[src/rtl/fsp_pkg.sv]
// Shared types, constants and hash and partition-count helpers for the FNV-1a string partitioner.
// No dependencies; used by every module in rtl/.
package fsp_pkg;

    localparam int HASH_W  = 64;
    localparam int BYTE_W  = 8;
    localparam int COUNT_W = 17;
    localparam int INDEX_W = 16;
    localparam int STEP_W  = 6;   // log2(HASH_W): width of the remainder step counter

    localparam logic [HASH_W-1:0]  FNV_BASIS      = 64'd2166136261;
    localparam logic [COUNT_W-1:0] MAX_PARTITIONS = 17'd65536;

    typedef struct packed {
        logic hash_fold;   // fold byte into running hash
        logic key_close;   // last word of key: latch dividend, restart hash
        logic div_step;    // one remainder step
        logic out_load;    // load result into output register
    } fsp_cmd_t;

    typedef struct packed {
        logic div_last;    // current remainder step is the final one
    } fsp_status_t;

    // (h ^ sext(b)) * 16777619 mod 2^64, prime = 2^24 + 2^8 + 2^7 + 2^4 + 2^1 + 1
    function automatic logic [HASH_W-1:0] fnv_fold(input logic [HASH_W-1:0] h,
                                                   input logic [BYTE_W-1:0] b);
        logic [HASH_W-1:0] x;
        x = h ^ {{(HASH_W-BYTE_W){b[BYTE_W-1]}}, b};
        return (x << 24) + (x << 8) + (x << 7) + (x << 4) + (x << 1) + x;
    endfunction

    // zero reads as one, anything above 65536 saturates
    function automatic logic [COUNT_W-1:0] eff_count(input logic [COUNT_W-1:0] pc);
        logic [COUNT_W-1:0] r;
        if (pc == '0) begin
            r = COUNT_W'(1);
        end else if (pc > MAX_PARTITIONS) begin
            r = MAX_PARTITIONS;
        end else begin
            r = pc;
        end
        return r;
    endfunction

endpackage

[src/rtl/fsp_datapath.sv]
// Datapath: running hash, partition count register, bit-serial remainder unit
// and output data register. Depends on fsp_pkg.
module fsp_datapath (
    input  logic                          aclk,
    input  logic                          aresetn,
    input  logic                          cfg_wr_en,
    input  logic [fsp_pkg::COUNT_W-1:0]   cfg_wr_data,
    input  logic [fsp_pkg::BYTE_W-1:0]    key_byte,
    input  logic                          byte_present,
    input  fsp_pkg::fsp_cmd_t             cmd,
    output fsp_pkg::fsp_status_t          status,
    output logic [fsp_pkg::INDEX_W-1:0]   partition_index
);

    logic [fsp_pkg::HASH_W-1:0]  hash_reg, hash_next;
    logic [fsp_pkg::HASH_W-1:0]  dividend_reg;
    logic [fsp_pkg::COUNT_W-1:0] pcount_reg;
    logic [fsp_pkg::COUNT_W-1:0] divisor_reg;
    logic [fsp_pkg::INDEX_W-1:0] rem_reg, rem_next;
    logic [fsp_pkg::STEP_W-1:0]  step_reg;
    logic [fsp_pkg::INDEX_W-1:0] index_reg;
    logic [fsp_pkg::HASH_W-1:0]  folded;
    logic [fsp_pkg::COUNT_W-1:0] trial;

    assign folded = fsp_pkg::fnv_fold(hash_reg, key_byte);

    always_comb begin
        hash_next = hash_reg;
        if (cmd.key_close) begin
            hash_next = fsp_pkg::FNV_BASIS;
        end else if (cmd.hash_fold) begin
            hash_next = folded;
        end
    end

    assign trial = {rem_reg, dividend_reg[fsp_pkg::HASH_W-1]};

    always_comb begin
        if (trial >= divisor_reg) begin
            rem_next = fsp_pkg::INDEX_W'(trial - divisor_reg);
        end else begin
            rem_next = trial[fsp_pkg::INDEX_W-1:0];
        end
    end

    always_ff @(posedge aclk) begin
        if (!aresetn) begin
            hash_reg   <= fsp_pkg::FNV_BASIS;
            pcount_reg <= fsp_pkg::COUNT_W'(1);
            step_reg   <= '0;
        end else begin
            hash_reg <= hash_next;
            if (cfg_wr_en) begin
                pcount_reg <= cfg_wr_data;
            end
            if (cmd.key_close) begin
                step_reg <= '0;
            end else if (cmd.div_step) begin
                step_reg <= step_reg + fsp_pkg::STEP_W'(1);
            end
        end
    end

    always_ff @(posedge aclk) begin
        if (cmd.key_close) begin
            dividend_reg <= byte_present ? folded : hash_reg;
            divisor_reg  <= fsp_pkg::eff_count(pcount_reg);
            rem_reg      <= '0;
        end else if (cmd.div_step) begin
            dividend_reg <= dividend_reg << 1;
            rem_reg      <= rem_next;
        end
        if (cmd.out_load) begin
            index_reg <= rem_reg;
        end
    end

    assign status.div_last = &step_reg;
    assign partition_index = index_reg;

endmodule

[src/rtl/fsp_ctrl.sv]
// Controller: handshakes, remainder sequencing and output valid flag.
// Depends on fsp_pkg.
module fsp_ctrl (
    input  logic                  aclk,
    input  logic                  aresetn,
    input  logic                  s_tvalid,
    output logic                  s_tready,
    input  logic                  s_tuser,
    input  logic                  s_tlast,
    output logic                  m_tvalid,
    input  logic                  m_tready,
    output fsp_pkg::fsp_cmd_t     cmd,
    input  fsp_pkg::fsp_status_t  status
);

    localparam logic [1:0] ST_IDLE = 2'd0;
    localparam logic [1:0] ST_DIV  = 2'd1;
    localparam logic [1:0] ST_DONE = 2'd2;

    logic [1:0] state_reg, state_next;
    logic       mvalid_reg, mvalid_next;
    logic       accept;
    logic       out_free;

    assign s_tready = (state_reg == ST_IDLE);
    assign accept   = s_tvalid && s_tready;
    assign out_free = !mvalid_reg || m_tready;

    always_comb begin
        state_next    = state_reg;
        cmd.hash_fold = accept && s_tuser && !s_tlast;
        cmd.key_close = accept && s_tlast;
        cmd.div_step  = 1'b0;
        cmd.out_load  = 1'b0;
        unique case (state_reg)
            ST_IDLE: begin
                if (cmd.key_close) begin
                    state_next = ST_DIV;
                end
            end
            ST_DIV: begin
                cmd.div_step = 1'b1;
                if (status.div_last) begin
                    state_next = ST_DONE;
                end
            end
            ST_DONE: begin
                if (out_free) begin
                    cmd.out_load = 1'b1;
                    state_next   = ST_IDLE;
                end
            end
            default: begin
                state_next = ST_IDLE;
            end
        endcase
    end

    always_comb begin
        mvalid_next = mvalid_reg;
        if (cmd.out_load) begin
            mvalid_next = 1'b1;
        end else if (m_tready) begin
            mvalid_next = 1'b0;
        end
    end

    always_ff @(posedge aclk) begin
        if (!aresetn) begin
            state_reg  <= ST_IDLE;
            mvalid_reg <= 1'b0;
        end else begin
            state_reg  <= state_next;
            mvalid_reg <= mvalid_next;
        end
    end

    assign m_tvalid = mvalid_reg;

    a_close_starts_div: assert property (@(posedge aclk) disable iff (!aresetn)
        (s_tvalid && s_tready && s_tlast) |=> (state_reg == ST_DIV))
        else $error("key end did not start remainder");

    a_last_step_in_div: assert property (@(posedge aclk) disable iff (!aresetn)
        status.div_last |-> (state_reg == ST_DIV))
        else $error("step counter out of sequence");

    a_no_overwrite: assert property (@(posedge aclk) disable iff (!aresetn)
        (mvalid_reg && !m_tready) |=> !$past(cmd.out_load))
        else $error("pending result overwritten");

endmodule

[src/rtl/fnv1a_string_partitioner.sv]
// FNV-1a string partitioner. A key arrives one byte per input word
// (s_tdata byte, s_tuser = byte present, s_tlast = last word of key). Words
// without tlast leave s_tready high, so they are accepted back to back. A word
// with tlast holds s_tready low during a one-bit-per-cycle remainder of the
// 64-bit hash by the partition count and the load of the result register,
// and longer while an earlier result waits on m_tready. The partition count
// is written through cfg_wr_en/cfg_wr_data; zero acts as one and values above
// 65536 act as 65536. Depends on fsp_pkg, fsp_ctrl and fsp_datapath.
module fnv1a_string_partitioner (
    input  logic        aclk,
    input  logic        aresetn,
    input  logic        cfg_wr_en,
    input  logic [16:0] cfg_wr_data,   // partition_count
    input  logic        s_tvalid,
    output logic        s_tready,
    input  logic [7:0]  s_tdata,       // [7:0] key_byte
    input  logic        s_tuser,       // byte_present
    input  logic        s_tlast,       // key_end
    output logic        m_tvalid,
    input  logic        m_tready,
    output logic [15:0] m_tdata        // [15:0] partition_index
);

    fsp_pkg::fsp_cmd_t    cmd;
    fsp_pkg::fsp_status_t status;

    fsp_ctrl u_ctrl (
        .aclk     (aclk),
        .aresetn  (aresetn),
        .s_tvalid (s_tvalid),
        .s_tready (s_tready),
        .s_tuser  (s_tuser),
        .s_tlast  (s_tlast),
        .m_tvalid (m_tvalid),
        .m_tready (m_tready),
        .cmd      (cmd),
        .status   (status)
    );

    fsp_datapath u_datapath (
        .aclk            (aclk),
        .aresetn         (aresetn),
        .cfg_wr_en       (cfg_wr_en),
        .cfg_wr_data     (cfg_wr_data),
        .key_byte        (s_tdata),
        .byte_present    (s_tuser),
        .cmd             (cmd),
        .status          (status),
        .partition_index (m_tdata)
    );

endmodule
[config.mk]
export PLATFORM = sky130hd
export DESIGN_NAME = fnv1a_string_partitioner
export DESIGN_NICKNAME = d
export VERILOG_FILES = /design/src/rtl/fsp_pkg.sv /design/src/rtl/fsp_datapath.sv /design/src/rtl/fsp_ctrl.sv /design/src/rtl/fnv1a_string_partitioner.sv
export SDC_FILE = /design/constraint.sdc
export NUM_CORES = 1
export LEC_CHECK = 0
export BUFFER_PORTS_ARGS = -buffer_cell sky130_fd_sc_hd__buf_2
export CORE_UTILIZATION = 45
export DETAILED_ROUTE_END_ITERATION = 12
export SETUP_SLACK_MARGIN = 0.2
export SYNTH_ARGS = -nofsm -noshare
export SYNTH_HDL_FRONTEND = slang
export SYNTH_SLANG_ARGS = --single-unit
[constraint.sdc]
create_clock -name aclk -period 6.1 [get_ports aclk]
set_clock_uncertainty 0.1 [all_clocks]
set_input_delay 0.305 -clock aclk [delete_from_list [all_inputs] [get_ports aclk]]
set_output_delay 0.305 -clock aclk [all_outputs]
set_load 0.01 [all_outputs]
# ---- Word-level counts from Yosys, hierarchy flattened
# Cells that the tools add are included.
dict set report word_totals {
  ff_bits 203
  elab_cells 55
  inputBits 32
  out_inout_bits 18
}
dict set report classes {
  muxes 14
  order_cmp 2
  n_eq_ne 5
  addsub 7
  bitwise 2
  reduce_logical 15
}
# op count
set op_table {}
lappend op_table {{adder 64 bit} 5}
lappend op_table {{2-to-1 mux 64 bit} 3}
lappend op_table {{XOR 64 bit} 1}
lappend op_table {{greater-or-equal comparator 17 bit} 1}
lappend op_table {{greater-than comparator 17 bit (second input constant)} 1}
lappend op_table {{logical NOT 17 bit} 1}
lappend op_table {{2-to-1 mux 17 bit} 1}
lappend op_table {{2-to-1 mux 16 bit} 1}
lappend op_table {{subtractor 16 bit} 1}
lappend op_table {{adder 6 x 1 -> 6 bit (second input constant)} 1}
lappend op_table {{2-to-1 mux 2 bit} 3}
lappend op_table {{one-hot mux 2 bit (3 select lines)} 1}
lappend op_table {{AND reduction 6 bit} 1}
lappend op_table {{2-to-1 mux 1 bit} 5}
lappend op_table {{logical AND 1 bit} 4}
lappend op_table {{!= test 2 bit (second input constant)} 2}
lappend op_table {{nonzero test 2 bit} 2}
lappend op_table {{OR reduction 2 bit} 2}
lappend op_table {{AND reduction 3 bit} 1}
lappend op_table {{== test 2 x 1 -> 1 bit (second input constant)} 1}
lappend op_table {{== test 2 bit (second input constant)} 1}
lappend op_table {{logical NOT 1 bit} 2}
lappend op_table {{logical NOT 2 bit} 1}
lappend op_table {{!= test 2 x 1 -> 1 bit (second input constant)} 1}
lappend op_table {{2 further kinds} 2}

# ---- Depth between registers and ports, before layout
dict set report depth {
  word_depth 8
  ltp_mapped 22
  ltp_nobuf 18
}

# ---- Cells and area by module
# Synthesis repeated with hierarchy kept, for this count alone.
dict set report unflattened {
  cells_unflattened 2442
  hier_area_um2 21052.7
}
# module area_each_um2 instances seq_area_each_um2 cells_each
set by_module_without_submodules {}
lappend by_module_without_submodules {fsp_datapath 20875.0 1 4974.8 2423}
lappend by_module_without_submodules {fsp_ctrl 177.7 1 60.1 19}

# ---- Worst setup path after synthesis
# OpenSTA, ideal clock, no wires.
dict set report synth_path {
  kind {input -> register}
  from {input s_tdata[7]}
  to {register u_datapath.dividend_reg[63] (netlist bit), data pin}
  path_stages 20
  required_ps 5736
  setup_slack_ps 78
  setup_time_ps 264
  arrival_time_ps 5658
  n_path_buf 4
  path_cell_list {clkbuf_1 > buf_1 > buf_1 > xnor2_1 > inv_1 > fa_1 > fa_1 > inv_1 > fa_1 > inv_1 > ha_1 > clkbuf_1 > nand4_1 > nor4_1 > o21ai_0 > a311o_1 > a21o_1 > a211oi_1 > or4b_1 > nand3_1}
}
dict set report synth_between {
  elab_chain_len 8
}
# element line
set synth_rtl {}
lappend synth_rtl {{start, declared} fnv1a_string_partitioner.sv:16} ;# input logic [7:0] s_tdata,
lappend synth_rtl {{XOR 64 bit (*)} fsp_pkg.sv:29} ;# x = h ^ {{(HASH_W-BYTE_W){b[BYTE_W-1]}}, b};
lappend synth_rtl {{adder 64 bit (4 in a row)} fsp_pkg.sv:30} ;# return (x << 24) + (x << 8) + (x << 7) + (x << 4) + (x << 1) + x;
lappend synth_rtl {{adder 64 bit (*)} fsp_pkg.sv:30}
lappend synth_rtl {{2-to-1 mux 64 bit (*)} fsp_datapath.sv:66} ;# dividend_reg <= byte_present ? folded : hash_reg;
lappend synth_rtl {{2-to-1 mux 64 bit (*)} fsp_datapath.sv:65} ;# if (cmd.key_close) begin
lappend synth_rtl {{end signal, assigned} fsp_datapath.sv:66}
lappend synth_rtl {{end signal, assigned} fsp_datapath.sv:70} ;# dividend_reg <= dividend_reg << 1;
lappend synth_rtl {{end, declared} fsp_datapath.sv:16} ;# logic [fsp_pkg::HASH_W-1:0] dividend_reg;
# Mark *: on every way between the ends. The rest lies on a longest branch, timed or not.
# A chain may end at the register's enable or synchronous reset.

# ---- Worst setup path after layout
dict set report layout_path {
  from {register u_datapath.hash_reg[36] (netlist bit)}
  to {register u_datapath.dividend_reg[63] (netlist bit), data pin}
}
dict set report layout_between {
  elab_chain_len 8
}
# element line
set layout_rtl {}
lappend layout_rtl {{start, declared} fsp_datapath.sv:15} ;# logic [fsp_pkg::HASH_W-1:0] hash_reg, hash_next;
lappend layout_rtl {{start signal, assigned} fsp_datapath.sv:48} ;# hash_reg <= fsp_pkg::FNV_BASIS;
lappend layout_rtl {{start signal, assigned} fsp_datapath.sv:52} ;# hash_reg <= hash_next;
lappend layout_rtl {{XOR 64 bit (*)} fsp_pkg.sv:29}
lappend layout_rtl {{adder 64 bit (4 in a row)} fsp_pkg.sv:30}
lappend layout_rtl {{adder 64 bit (*)} fsp_pkg.sv:30}
lappend layout_rtl {{2-to-1 mux 64 bit (*)} fsp_datapath.sv:66}
lappend layout_rtl {{2-to-1 mux 64 bit (*)} fsp_datapath.sv:65}
# Marks and branches as above.

==> results.sh <==
export IMPL_worst_ep_required_time_ns=6.37
export IMPL_synth_compound_area_share=0.148
export IMPL_drt_iter0_drc=1387
export IMPL_finalCritPeriodShare=0.925
export IMPL_finalHoldViolCount=0
export IMPL_multi_input_area_um2=13200
export IMPL_final_setup_viol_count=0
export IMPL_grt_pass1_vias=16082
export IMPL_crit_top_cell="inv_1"
export IMPL_synth_ff_type="dfxtp_1"
export IMPL_place_congestion=0.949
export IMPL_ant_nets=0
export IMPL_fmax_mhz=177
export IMPL_critPathKind="reg2reg"
export IMPL_avgRoutedWirePerCell_um=19.1
export IMPL_synth_async_reset_ratio=0
export IMPL_coreArea_um2=43400
export IMPL_fin_nets=2720
export IMPL_syn2layout_area_growth_pct=12.2
export IMPL_crit_fanout=6
export IMPL_crit_arrival_ns=5.91
export IMPL_clk_root_buffer_cell="clkbuf_16"
export IMPL_drive_above_1_share=0.0961
export IMPL_max_slew_margin=0.279
export IMPL_crit_slowest_cell="fa_1"
export IMPL_ios=50
export IMPL_synth_simple_area_share=0.144
export IMPL_synth_adder_area_share=0.243
export IMPL_syn_avg_cell_area_um2=8.52
export IMPL_grt_max_degree=94
export IMPL_clk_insertion_delay_late_ns=0.51
export IMPL_synth_nets=2647
export IMPL_die_width_um=212
export IMPL_cts_buffers_inserted=22
export IMPL_syn_area_um2=19900
export IMPL_synthMuxAreaShare=0.0307
export IMPL_clkTransAtPathRegs_ns=0.06
export IMPL_dp_hpwl_mm=45.2
export IMPL_seq_area_frac_synth=0.253
export IMPL_register_area_um2=5040
export IMPL_cts_max_level=1
export IMPL_vias=16533
export IMPL_synth_top_family_by_area="adder cells"
export IMPL_gr_usage_all_layers=0.260
export IMPL_max_cap_viol_count=0
export IMPL_rsz0062_at_grt="no"
export IMPL_cts_tree="done"
export IMPL_worst_pin_slew_ns=1.08
export IMPL_worstSetupStartpointType="register"
export IMPL_status="finished clean"
export IMPL_dieArea_um2=45100
export IMPL_slowest_delay_ns=0.53
export IMPL_layout_commonest_cell="inv_1"
export IMPL_chipHeight_um=212
export IMPL_fillers=4134
export IMPL_fin_crit_ns=5.64
export IMPL_cts_sinks=203
export IMPL_ys_ff_latch=203
export IMPL_via_per_inst=5.49
export IMPL_crit_chain="xor2_1 > inv_1 > fa_1 > inv_1 > fa_1 > inv_1 > fa_1 > inv_1 > ha_1 > buf_4 > a21oi_1 > nand2_1 > a221oi_1 > o21ai_0 > nand2_1 > a21o_1 > a211oi_1 > buf_4 > or4b_1 > nand3_1"
export IMPL_routed_wl_mm=57.6
export IMPL_synth_edff_count=97
export IMPL_ys_warn_count=0
export IMPL_syn_inst=2336
export IMPL_tns_ns=0
export IMPL_overflow=0
export IMPL_finalMaxSlewViolations=0
export IMPL_cp_end_kind="register"
export IMPL_antenna_found_initial=1
export IMPL_grt_pass1_wl_mm=90.3
export IMPL_first_pass_iters=5
export IMPL_rows=76
export IMPL_synthXorXnorAreaFrac=0.0938
export IMPL_ys_types=63
export IMPL_clockBufferDepth=3
export IMPL_min_path_type="in2reg"
export IMPL_drc=0
export IMPL_most_common_layout_cells="321 x inv_1, 250 x nand2_1, 167 x fa_1, 165 x a21oi_1"
export IMPL_start_util=0.459
export IMPL_numPortBuffers=49
## per-stage QoR
stage / setup slack (ns) / std cells / hold slack [ns] / utilization / instance area, um2
final: 0.459 / 3011 / 0.0423 / 0.515 / 22300
after global routing: 0.209 / 3011 / 0.0506 / 0.515 / 22300
after CTS: 0.213 / 3010 / 0.0265 / 0.513 / 22200
after detailed placement: 0.0742 / 2952 / 0.378 / 0.492 / 21300
after global placement: 0.119 / 2952 / 0.363 / 0.492 / 21300
after floorplan: 0.271 / 2336 / 0.334 / - / 19900
## routing by layer
layer,GRT usage,vias to the layer above,part of all wire
li1,-,7867,-
met1,0.364,8086,0.45
met2,0.408,485,0.45
met3,0.0442,95,0.069
met4,0.0789,0,0.033
met5,0,-,0
## worst max-delay path, delay by kind of cell, from the launching register on
kind / cells / cell delay [ns]
buf+inv: 6 / 0.64
xor+xnor: 1 / 0.31
simple gates: 4 / 0.86
flops: 1 / 0.44
compound gates: 5 / 1.33
fa+ha+maj: 4 / 1.83
## timing repair
| action | in CTS | in global routing |
|---|---|---|
| setup endpoints to repair | 0 | 17 |
| hold buffers | 18 | 0 |
| endpoints found under the hold margin | 17 | 0 |
| buffers inserted | 0 | 0 |
| gates resized for setup | 0 | 14 |
## kinds of logic after synthesis
family | after synthesis
XOR/XNOR | 213
flip-flops | 203
AND/OR/NAND/NOR | 622
buffers and inverters | 465
adder cells (fa/ha/maj) | 288
multiplexers | 61
AO/OA/AOI/OAI | 484
## cells in the mapped netlist (22+ instances only)
| cell | count | area (um2) |
|---|---|---|
| inv_1 | 323 | 1210 |
| nor2_1 | 137 | 514 |
| edfxtp_1 | 97 | 2910 |
| a21oi_1 | 166 | 831 |
| nand2_1 | 251 | 942 |
| xor2_1 | 88 | 771 |
| and3_1 | 31 | 194 |
| dfxtp_1 | 106 | 2120 |
| ha_1 | 112 | 1400 |
| nand4_1 | 33 | 206 |
| nor2b_1 | 24 | 150 |
| mux2i_1 | 61 | 611 |
| clkbuf_1 | 119 | 447 |
| fa_1 | 167 | 3340 |
| a21o_1 | 49 | 368 |
| and2_1 | 22 | 138 |
| xnor2_1 | 125 | 1090 |
| o21ai_0 | 137 | 686 |
| nand3_1 | 60 | 300 |
## cell type report
class / count / area share
Antenna cell: 1 / 0.000112
Clock buffer: 27 / 0.0259
Clock inverter: 13 / 0.00672
Inverter: 323 / 0.0543
Multi-Input combinational cell: 1668 / 0.592
Sequential cell: 203 / 0.226
Tap cell: 585 / 0.0328
Timing Repair Buffer: 191 / 0.0625
## path summary, 6_finish.rpt
| path | startpoint | cells past startpoint | slack [ns] | end |
|---|---|---|---|---|
| setup / recovery | u_datapath.hash_reg[36] | 20 | 0.46 | u_datapath.dividend_reg[63] |
| hold / removal | m_tready | 3 | 0.04 | u_ctrl.m_tvalid |
| setup reg to reg | u_datapath.hash_reg[36] | 20 | 0.46 | u_datapath.dividend_reg[63] |
| hold reg to reg | u_datapath.step_reg[1] | 2 | 0.39 | u_datapath.step_reg[1] |
Power is left out: the tool's default activity adds up to more than one toggle a clock period on the data nets, which glitch-free logic cannot reach.
